### src/rtl/assert_macros.svh
// Assertion macros for the accumulator ALU.
// Each assertion is sampled on clk and is disabled while rst_n is low.
// Used by the top level only; empty bodies when SYNTHESIS is defined.
`ifndef ASSERT_MACROS_SVH
`define ASSERT_MACROS_SVH
`ifndef SYNTHESIS
`define CPUALU_ASSERT_IMPL(lbl, ante, cons) \
    lbl: assert property (@(posedge clk) disable iff (!rst_n) (ante) |-> cons) \
        else $error("assertion failed");
`define CPUALU_ASSERT_NEXT(lbl, ante, cons) \
    lbl: assert property (@(posedge clk) disable iff (!rst_n) (ante) |=> (cons)) \
        else $error("assertion failed");
`else
`define CPUALU_ASSERT_IMPL(lbl, ante, cons)
`define CPUALU_ASSERT_NEXT(lbl, ante, cons)
`endif
`endif

### src/rtl/cpualu_pkg.sv
// Package for the accumulator ALU: operation codes, flag positions and
// decimal adjust constants. No dependencies.
package cpualu_pkg;

    localparam int unsigned KIND_W  = 5;
    localparam int unsigned DATA_W  = 8;
    localparam int unsigned FLAGS_W = 4;

    localparam logic [KIND_W-1:0] OP_ADD  = 5'd0;
    localparam logic [KIND_W-1:0] OP_ADC  = 5'd1;
    localparam logic [KIND_W-1:0] OP_SUB  = 5'd2;
    localparam logic [KIND_W-1:0] OP_SBC  = 5'd3;
    localparam logic [KIND_W-1:0] OP_AND  = 5'd4;
    localparam logic [KIND_W-1:0] OP_XOR  = 5'd5;
    localparam logic [KIND_W-1:0] OP_OR   = 5'd6;
    localparam logic [KIND_W-1:0] OP_CP   = 5'd7;
    localparam logic [KIND_W-1:0] OP_INC  = 5'd8;
    localparam logic [KIND_W-1:0] OP_DEC  = 5'd9;
    localparam logic [KIND_W-1:0] OP_RLCA = 5'd10;
    localparam logic [KIND_W-1:0] OP_RRCA = 5'd11;
    localparam logic [KIND_W-1:0] OP_RLA  = 5'd12;
    localparam logic [KIND_W-1:0] OP_RRA  = 5'd13;
    localparam logic [KIND_W-1:0] OP_DAA  = 5'd14;
    localparam logic [KIND_W-1:0] OP_CPL  = 5'd15;
    localparam logic [KIND_W-1:0] OP_SCF  = 5'd16;
    localparam logic [KIND_W-1:0] OP_CCF  = 5'd17;

    localparam int unsigned FLAG_Z = 3;
    localparam int unsigned FLAG_N = 2;
    localparam int unsigned FLAG_H = 1;
    localparam int unsigned FLAG_C = 0;

    localparam logic [3:0]        NIBBLE_MAX  = 4'hF;
    localparam logic [3:0]        DAA_LOW_MAX = 4'h9;
    localparam logic [DATA_W-1:0] DAA_MAX     = 8'h99;
    localparam logic [3:0]        DAA_STEP    = 4'h6;

    typedef struct packed {
        logic [KIND_W-1:0]  kind;
        logic [DATA_W-1:0]  acc;
        logic [DATA_W-1:0]  operand;
        logic [FLAGS_W-1:0] flags;
    } alu_op_t;

    typedef struct packed {
        logic [DATA_W-1:0]  result;
        logic [FLAGS_W-1:0] flags;
    } alu_res_t;

endpackage

### src/rtl/cpu_alu_with_flags.sv
// Top level of the accumulator ALU: input register, datapath, result register.
// Depends on cpualu_pkg, cpualu_core and assert_macros.svh.
//
// Usage:
//   Drive kind, accumulator_in, operand and flags_in and raise start for one
//   cycle per operation. busy is always low, so a beat is taken at every
//   rising edge where start is high: one operation per cycle, sustained.
//   The operation is captured in the input register, evaluated by the
//   datapath in one pass and captured in the result register. done is high
//   for exactly one cycle with result and flags_out, once the beat has passed
//   the input register and then the result register.
//   Back-to-back beats give back-to-back results in the same order.
//   The receiver cannot stall; each result is valid for its one cycle only.
//   Reset (rst_n low, asynchronous) drops any operation in flight; done
//   stays low until a new beat has passed both registers.
//   Unused kind codes return accumulator_in and flags_in unchanged.
module cpu_alu_with_flags
(
    input  logic       clk,
    input  logic       rst_n,
    input  logic       start,
    output logic       busy,
    input  logic [4:0] kind,
    input  logic [7:0] accumulator_in,
    input  logic [7:0] operand,
    input  logic [3:0] flags_in,
    output logic       done,
    output logic [7:0] result,
    output logic [3:0] flags_out
);

    logic                 take;
    logic                 valid_reg;
    cpualu_pkg::alu_op_t  op_reg;
    cpualu_pkg::alu_op_t  op_next;
    cpualu_pkg::alu_res_t res_next;
    logic                 done_reg;
    cpualu_pkg::alu_res_t res_reg;
    logic                 cp_in_reg;

    assign busy = 1'b0;
    assign take = start && !busy;

    assign op_next.kind    = kind;
    assign op_next.acc     = accumulator_in;
    assign op_next.operand = operand;
    assign op_next.flags   = flags_in;

    always_ff @(posedge clk or negedge rst_n)
    begin
        if (!rst_n)
        begin
            valid_reg <= 1'b0;
            done_reg  <= 1'b0;
        end
        else
        begin
            valid_reg <= take;
            done_reg  <= valid_reg;
        end
    end

    always_ff @(posedge clk)
    begin
        if (take)
        begin
            op_reg <= op_next;
        end
        if (valid_reg)
        begin
            res_reg <= res_next;
        end
    end

    cpualu_core u_core
    (
        .op  (op_reg),
        .res (res_next)
    );

    assign done      = done_reg;
    assign result    = res_reg.result;
    assign flags_out = res_reg.flags;

    assign cp_in_reg = valid_reg && (op_reg.kind == cpualu_pkg::OP_CP);

`include "assert_macros.svh"

    `CPUALU_ASSERT_IMPL(a_beat_gives_result, take, ##2 done)
    `CPUALU_ASSERT_IMPL(a_no_spurious_result, !take, ##2 !done)
    `CPUALU_ASSERT_NEXT(a_cp_keeps_acc, cp_in_reg, result == $past(op_reg.acc))

endmodule

### src/rtl/cpualu_core.sv
// Combinational datapath of the accumulator ALU: one operation to one
// result byte and flag nibble. Depends on cpualu_pkg.
module cpualu_core
(
    input  cpualu_pkg::alu_op_t  op,
    output cpualu_pkg::alu_res_t res
);

    logic [7:0] a;
    logic [7:0] b;
    logic       zf;
    logic       nf;
    logic       hf;
    logic       cf;
    logic       t;
    logic [8:0] sum9;
    logic [4:0] sum_lo;
    logic [8:0] diff9;
    logic [4:0] diff_lo;
    logic [7:0] inc_r;
    logic [7:0] dec_r;
    logic       daa_c;
    logic       daa_l;
    logic [7:0] daa_adj;
    logic [7:0] daa_r;
    logic [7:0] r;
    logic       z_o;
    logic       n_o;
    logic       h_o;
    logic       c_o;
    logic       z_from_r;

    assign a  = op.acc;
    assign b  = op.operand;
    assign zf = op.flags[cpualu_pkg::FLAG_Z];
    assign nf = op.flags[cpualu_pkg::FLAG_N];
    assign hf = op.flags[cpualu_pkg::FLAG_H];
    assign cf = op.flags[cpualu_pkg::FLAG_C];
    assign t  = (op.kind == cpualu_pkg::OP_ADC || op.kind == cpualu_pkg::OP_SBC) ? cf : 1'b0;

    assign sum9    = {1'b0, a} + {1'b0, b} + {8'd0, t};
    assign sum_lo  = {1'b0, a[3:0]} + {1'b0, b[3:0]} + {4'd0, t};
    assign diff9   = {1'b0, a} - {1'b0, b} - {8'd0, t};
    assign diff_lo = {1'b0, a[3:0]} - {1'b0, b[3:0]} - {4'd0, t};
    assign inc_r   = b + 8'd1;
    assign dec_r   = b - 8'd1;

    assign daa_c   = nf ? cf : (cf || a > cpualu_pkg::DAA_MAX);
    assign daa_l   = nf ? hf : (hf || a[3:0] > cpualu_pkg::DAA_LOW_MAX);
    assign daa_adj = {daa_c ? cpualu_pkg::DAA_STEP : 4'h0, daa_l ? cpualu_pkg::DAA_STEP : 4'h0};
    assign daa_r   = nf ? a - daa_adj : a + daa_adj;

    always_comb
    begin
        r        = a;
        z_from_r = 1'b1;
        z_o      = zf;
        n_o      = nf;
        h_o      = hf;
        c_o      = cf;
        case (op.kind)
            cpualu_pkg::OP_ADD, cpualu_pkg::OP_ADC:
            begin
                r   = sum9[7:0];
                n_o = 1'b0;
                h_o = sum_lo[4];
                c_o = sum9[8];
            end
            cpualu_pkg::OP_SUB, cpualu_pkg::OP_SBC, cpualu_pkg::OP_CP:
            begin
                r   = diff9[7:0];
                n_o = 1'b1;
                h_o = diff_lo[4];
                c_o = diff9[8];
            end
            cpualu_pkg::OP_AND:
            begin
                r   = a & b;
                n_o = 1'b0;
                h_o = 1'b1;
                c_o = 1'b0;
            end
            cpualu_pkg::OP_XOR:
            begin
                r   = a ^ b;
                n_o = 1'b0;
                h_o = 1'b0;
                c_o = 1'b0;
            end
            cpualu_pkg::OP_OR:
            begin
                r   = a | b;
                n_o = 1'b0;
                h_o = 1'b0;
                c_o = 1'b0;
            end
            cpualu_pkg::OP_INC:
            begin
                r   = inc_r;
                n_o = 1'b0;
                h_o = (b[3:0] == cpualu_pkg::NIBBLE_MAX);
            end
            cpualu_pkg::OP_DEC:
            begin
                r   = dec_r;
                n_o = 1'b1;
                h_o = (b[3:0] == 4'h0);
            end
            cpualu_pkg::OP_RLCA:
            begin
                r        = {a[6:0], a[7]};
                z_from_r = 1'b0;
                z_o      = 1'b0;
                n_o      = 1'b0;
                h_o      = 1'b0;
                c_o      = a[7];
            end
            cpualu_pkg::OP_RRCA:
            begin
                r        = {a[0], a[7:1]};
                z_from_r = 1'b0;
                z_o      = 1'b0;
                n_o      = 1'b0;
                h_o      = 1'b0;
                c_o      = a[0];
            end
            cpualu_pkg::OP_RLA:
            begin
                r        = {a[6:0], cf};
                z_from_r = 1'b0;
                z_o      = 1'b0;
                n_o      = 1'b0;
                h_o      = 1'b0;
                c_o      = a[7];
            end
            cpualu_pkg::OP_RRA:
            begin
                r        = {cf, a[7:1]};
                z_from_r = 1'b0;
                z_o      = 1'b0;
                n_o      = 1'b0;
                h_o      = 1'b0;
                c_o      = a[0];
            end
            cpualu_pkg::OP_DAA:
            begin
                r   = daa_r;
                h_o = 1'b0;
                c_o = daa_c;
            end
            cpualu_pkg::OP_CPL:
            begin
                r        = ~a;
                z_from_r = 1'b0;
                n_o      = 1'b1;
                h_o      = 1'b1;
            end
            cpualu_pkg::OP_SCF:
            begin
                z_from_r = 1'b0;
                n_o      = 1'b0;
                h_o      = 1'b0;
                c_o      = 1'b1;
            end
            cpualu_pkg::OP_CCF:
            begin
                z_from_r = 1'b0;
                n_o      = 1'b0;
                h_o      = 1'b0;
                c_o      = ~cf;
            end
            default:
            begin
                z_from_r = 1'b0;
            end
        endcase
        if (z_from_r)
        begin
            z_o = (r == 8'h00);
        end
    end

    assign res.result = (op.kind == cpualu_pkg::OP_CP) ? a : r;
    assign res.flags  = {z_o, n_o, h_o, c_o};

endmodule
### config.mk
export PLATFORM = sky130hd
export DESIGN_NAME = cpu_alu_with_flags
export DESIGN_NICKNAME = d
export VERILOG_FILES = /design/src/rtl/cpualu_pkg.sv /design/src/rtl/cpu_alu_with_flags.sv /design/src/rtl/cpualu_core.sv
export VERILOG_INCLUDE_DIRS = /design/src /design/src/rtl
export SDC_FILE = /design/constraint.sdc
export NUM_CORES = 1
export LEC_CHECK = 0
export BUFFER_PORTS_ARGS = -buffer_cell sky130_fd_sc_hd__buf_2
export CAP_MARGIN = 20
export CORE_AREA = 2 2 109 111
export DETAILED_ROUTE_END_ITERATION = 7
export DIE_AREA = 0 0 111 113
export GPL_TIMING_DRIVEN = 0
export PLACE_DENSITY = 0.48
export SKIP_CTS_REPAIR_TIMING = 1
export SLEW_MARGIN = 20
export SYNTH_ARGS = -nofsm -noshare
export SYNTH_HDL_FRONTEND = slang
export SYNTH_SLANG_ARGS = --single-unit
### constraint.sdc
create_clock -name clk -period 6.26 [get_ports clk]
set_input_delay 1.565 -clock clk [delete_from_list [all_inputs] [get_ports clk]]
set_output_delay 1.565 -clock clk [all_outputs]
set_load 0.02 [all_outputs]
; Yosys cells after proc, flatten, opt, wreduce, memory -nomap -nowiden
; Cells that the tools add are included.
[word_totals]
elab_cells = 76
in_bits = 28
regBits = 39
out_inout_bits = 14
[op_classes]
eq_ne = 18
n_reduce_logical = 17
magnitude_cmp = 2
bitwise = 5
mux = 14
add_sub_neg = 12
[ops]
columns = op, count
row1 = $pmux W8 S13, 1
row2 = $eq A5 B4 Y1 const B, 8
row3 = $eq A5 B3 Y1 const B, 4
row4 = $mux W8, 2
row5 = $reduce_or A12 Y1, 1
row6 = $reduce_or A11 Y1, 1
row7 = $eq A5 B2 Y1 const B, 2
row8 = $eq A5 B5 Y1 const B, 2
row9 = $add A8 B8 Y9, 1
row10 = $add A9 B1 Y9, 1
row11 = $reduce_or A9 Y1, 1
row12 = $sub A8 B8 Y9, 1
row13 = $sub A9 B1 Y9, 1
row14 = $add A8 B1 Y8 const B, 1
row15 = $add A8 B8 Y8, 1
row16 = $and A8 B8 Y8, 1
row17 = $gt A8 B8 Y1 const B, 1
row18 = $logic_not A8 Y1, 1
row19 = $not A8 Y8, 1
row20 = $or A8 B8 Y8, 1
row21 = $pmux W1 S8, 1
row22 = $reduce_or A2 Y1, 4
row23 = $sub A8 B1 Y8 const B, 1
row24 = $sub A8 B8 Y8, 1
row25 = other kinds (19), 28

; Logic depth before layout (Yosys ltp)
[logic_depth]
depth_word = 9
depth_mapped = 16
depth_no_buf = 13

; Hierarchy
; From an unflattened synthesis, not the netlist that was laid out.
[unflattened]
hier_cells = 418
area_unflattened_um2 = 3975.1
[modules_own_cells]
columns = mod, seq_area_each_um2, area_each_um2, cells_each, n_inst
row1 = cpualu_core, 0.0, 2802.7, 377, 1
row2 = cpu_alu_with_flags, 1161.1, 1172.4, 41, 1

; Least setup slack after synthesis
; No wires, ideal clock.
[synth_path]
kind = register to register
start = reg op_reg[23] (netlist name)
end = reg res_reg (netlist bit flags_out[3]), data pin
path_stages_with_launch = 17
arrival_time_ps = 3258
n_path_buf = 3
setup_time_ps = 180
setup_slack_ps = 2822
t_required_ps = 6080
synth_period_minus_slack_ps = 3438
path_cell_list = edfxtp_1 -> buf_4 -> buf_2 -> clkbuf_1 -> nor2_1 -> nand3_1 -> inv_1 -> fa_1 -> inv_1 -> ha_1 -> o21ai_0 -> a311oi_1 -> a2111oi_0 -> a31oi_1 -> o221ai_1 -> a221o_1 -> o41ai_2
[synth_rtl]
columns = element, line
row1 = from (decl), cpu_alu_with_flags.sv:34  ; cpualu_pkg::alu_op_t op_reg;
row2 = from (signal assigned), cpu_alu_with_flags.sv:67  ; op_reg <= op_next;
row3 = to (signal assigned), cpu_alu_with_flags.sv:71  ; res_reg <= res_next;
row4 = to (decl), cpu_alu_with_flags.sv:38  ; cpualu_pkg::alu_res_t res_reg;

==> results.ini <==
[global_route]
grt_pass1_wl_um = 19800
antenna_found_initial = 0
gr-usage-all-layers = 0.208
grt_max_degree = 27
gr-total-overflow = 0
grt_pass1_vias = 3383

[status]
status = finished clean

[floorplanning]
io-pin-count = 42
die_height_um = 113
die_x_um = 111
initial_utilization = 0.344
die-area_um2 = 12500
num_rows = 39
core-area_um2 = 11300

[clock_tree]
clk_latency_ns = 0.29
clk_pin_slew_ns = 0.07
cts_tree = yes
cts_sinks = 39
cts_buffers = 5
clk_path_buf_depth = 2
clockRootBuffer = clkbuf_16
cts-htree-levels = 2

[timing]
rsz0062_at_grt = no
tns_ns = 0
timing.final.crit_share = 0.704
max_freq_ghz = 0.227
tightest_slew_ns = 0.947
slew_violations = 0
final-setup-viol-count = 0
fin_crit_ns = 4.40
finalHoldViolCount = 0
slew_headroom = 0.367
hold_ws_ns = 0.622
fin_skew_ns = 0.00748

[drt]
first_iter_violations = 431
avgViaCountPerCell = 5.75
vias = 3476
drt_wl_total_um = 12800
drc_errors = 0
drtPass1Iterations = 5
post_drt_wl_per_cell_um = 21.2
ant_nets = 0

[worst_hold_path]
holdCritPathClass = reg2reg

[final_layout]
area_growth_pct = 14.3
final_nets = 539
seqCellArea_um2 = 1160
multi_input_area_um2 = 2510
n_fill_cell = 1148
antenna_cells = 0
final_layout_size_suffix_gt1_frac = 0.167
largest_register_ffs = 25

[pwr]
peakVddDrop_mv = 0.172
p_leak_nw = 1.85
total_power_w = 0.00104
p_per_area_nw_per_um2 = 235

[place]
io_buffers = 40
hpwl_um = 10000
gpl.final_weighted_congestion = 0.979

[synth]
seq_area_frac_synth = 0.299
synth.avg_cell_area_um2 = 9.37
yosysTopAreaCell = edfxtp_1
synth_fp_nets = 492
synth-edff-count = 37
syn_area_um2 = 3880
synth.top_cell.area_share = 0.286
yosysWarnings = 0
ys_types = 68
synthArstFlopShare = 0.0513
ys_ff_latch = 39
synth_top_flop_cell = edfxtp_1
netlist_instances = 414
ys_top_cells_by_area = edfxtp_1, ha_1, nor2_1

[critical_path]
crit_required_ns = 6.36
path_class = reg2reg
cp-end-kind = flop
arrival_ns = 4.51
cp-start-kind = flop
cp_max_fo = 10
rrSetupSlack_ns = 1.86

[flow_run]
drv_cap = 0

## cell families (layout without fill, tap and decap cells)
family / after synthesis / after routing / synth area share
and+or+nand+nor: 134 / 134 / 0.181
DFF: 39 / 39 / 0.299
buffers and inverters: 46 / 94 / 0.0542
muxes: 6 / 6 / 0.0165
AOI/OAI and AO/OA: 116 / 116 / 0.222
other: 1 / 1 / 0.000967
adders and majority gates: 50 / 50 / 0.171
xor gates and xnor gates: 22 / 22 / 0.0545
## final timing paths
path,from,to,cells past startpoint
worst max register to register,op_reg[23]$_DFFE_PP_,flags_out[3]$_DFFE_PP_,16
worst min-delay path,op_reg[3]$_DFFE_PP_,flags_out[3]$_DFFE_PP_,2
worst min register to register,op_reg[3]$_DFFE_PP_,flags_out[3]$_DFFE_PP_,2
min in group asynchronous,rst_n,done$_DFF_PN0_,1
max in group asynchronous,rst_n,valid_reg$_DFF_PN0_,1
worst max-delay path,op_reg[23]$_DFFE_PP_,flags_out[3]$_DFFE_PP_,16
## cells in the final DEF, fill, tap and decap left out, types with 8 or more instances in the layout
master and n:
a31oi_1 9, o21ai_0 19, a211oi_1 12, xnor2_1 12
edfxtp_1 37, ha_1 45, inv_1 29, buf_2 45
nand2_1 24, a21oi_1 10, nor3_1 16, xor2_1 9
nor4_1 8, nor2_1 31, a21o_1 10
## Yosys cell counts, drive strengths merged (4+ instances only)
master and count:
nand2 24, nand2b 4, xnor2 12, a21oi 10, inv 29, a21o 10, and3 5, nor2 31
a31oi 9, o22ai 4, buf 12, o21a 4, a221o 6, xor2 10, a2111oi 5, nand4 5
ha 45, nor4 9, nor2b 7, a22oi 4, or2 4, fa 5, nor3 17, edfxtp 37
nand3 6, o21ai 19, a211oi 12, clkbuf 5, and2 6
## final cells by class
| class | instances | area share |
|---|---|---|
| Buffer | 17 | 0.0229 |
| Clock buffer | 5 | 0.0282 |
| Clock inverter | 3 | 0.00988 |
| Inverter | 29 | 0.0246 |
| Multi-Input combinational cell | 329 | 0.567 |
| Sequential cell | 39 | 0.262 |
| Tap cell | 143 | 0.0404 |
| Timing Repair Buffer | 40 | 0.0452 |
## routing by layer
metal,track usage,vias to the layer above,wire length (um)
met2,0.342,148,5980
met4,0.0683,0,337
met5,0,-,0
met1,0.279,1637,5690
li1,-,1664,-
met3,0.0386,27,843
## worst max-delay path: stages (launching register included)
cell,delay [ns]
edfxtp_1,0.34
buf_4,0.17
buf_2,0.21
clkbuf_1,0.40
nor2_1,0.10
nand3_1,0.16
inv_1,0.07
fa_1,0.50
inv_1,0.08
ha_1,0.13
o21ai_0,0.14
a311oi_1,0.62
a2111oi_0,0.23
a31oi_1,0.26
o221ai_1,0.16
a221o_1,0.35
o41ai_2,0.30
## metrics by stage
stage,instances,utilization,cell area (um^2),worst slack (ns)
6_report,605,0.393,4430,1.86
5_1_grt,605,0.393,4430,1.57
4_1_cts,605,0.393,4430,1.88
3_5_place_dp,597,0.378,4260,1.91
3_3_place_gp,597,0.378,4260,1.94
2_1_floorplan,414,-,3880,2.82
## where the power goes
part	switching [W]	total [W]	internal (W)
clock	0.000113	0.000301	0.000188
sequential	0.0000300	0.000347	0.000317
combinational	0.000237	0.000393	0.000155
total	0.000380	0.00104	0.000661
No activity file was read; power rests on OpenSTA's default activity.
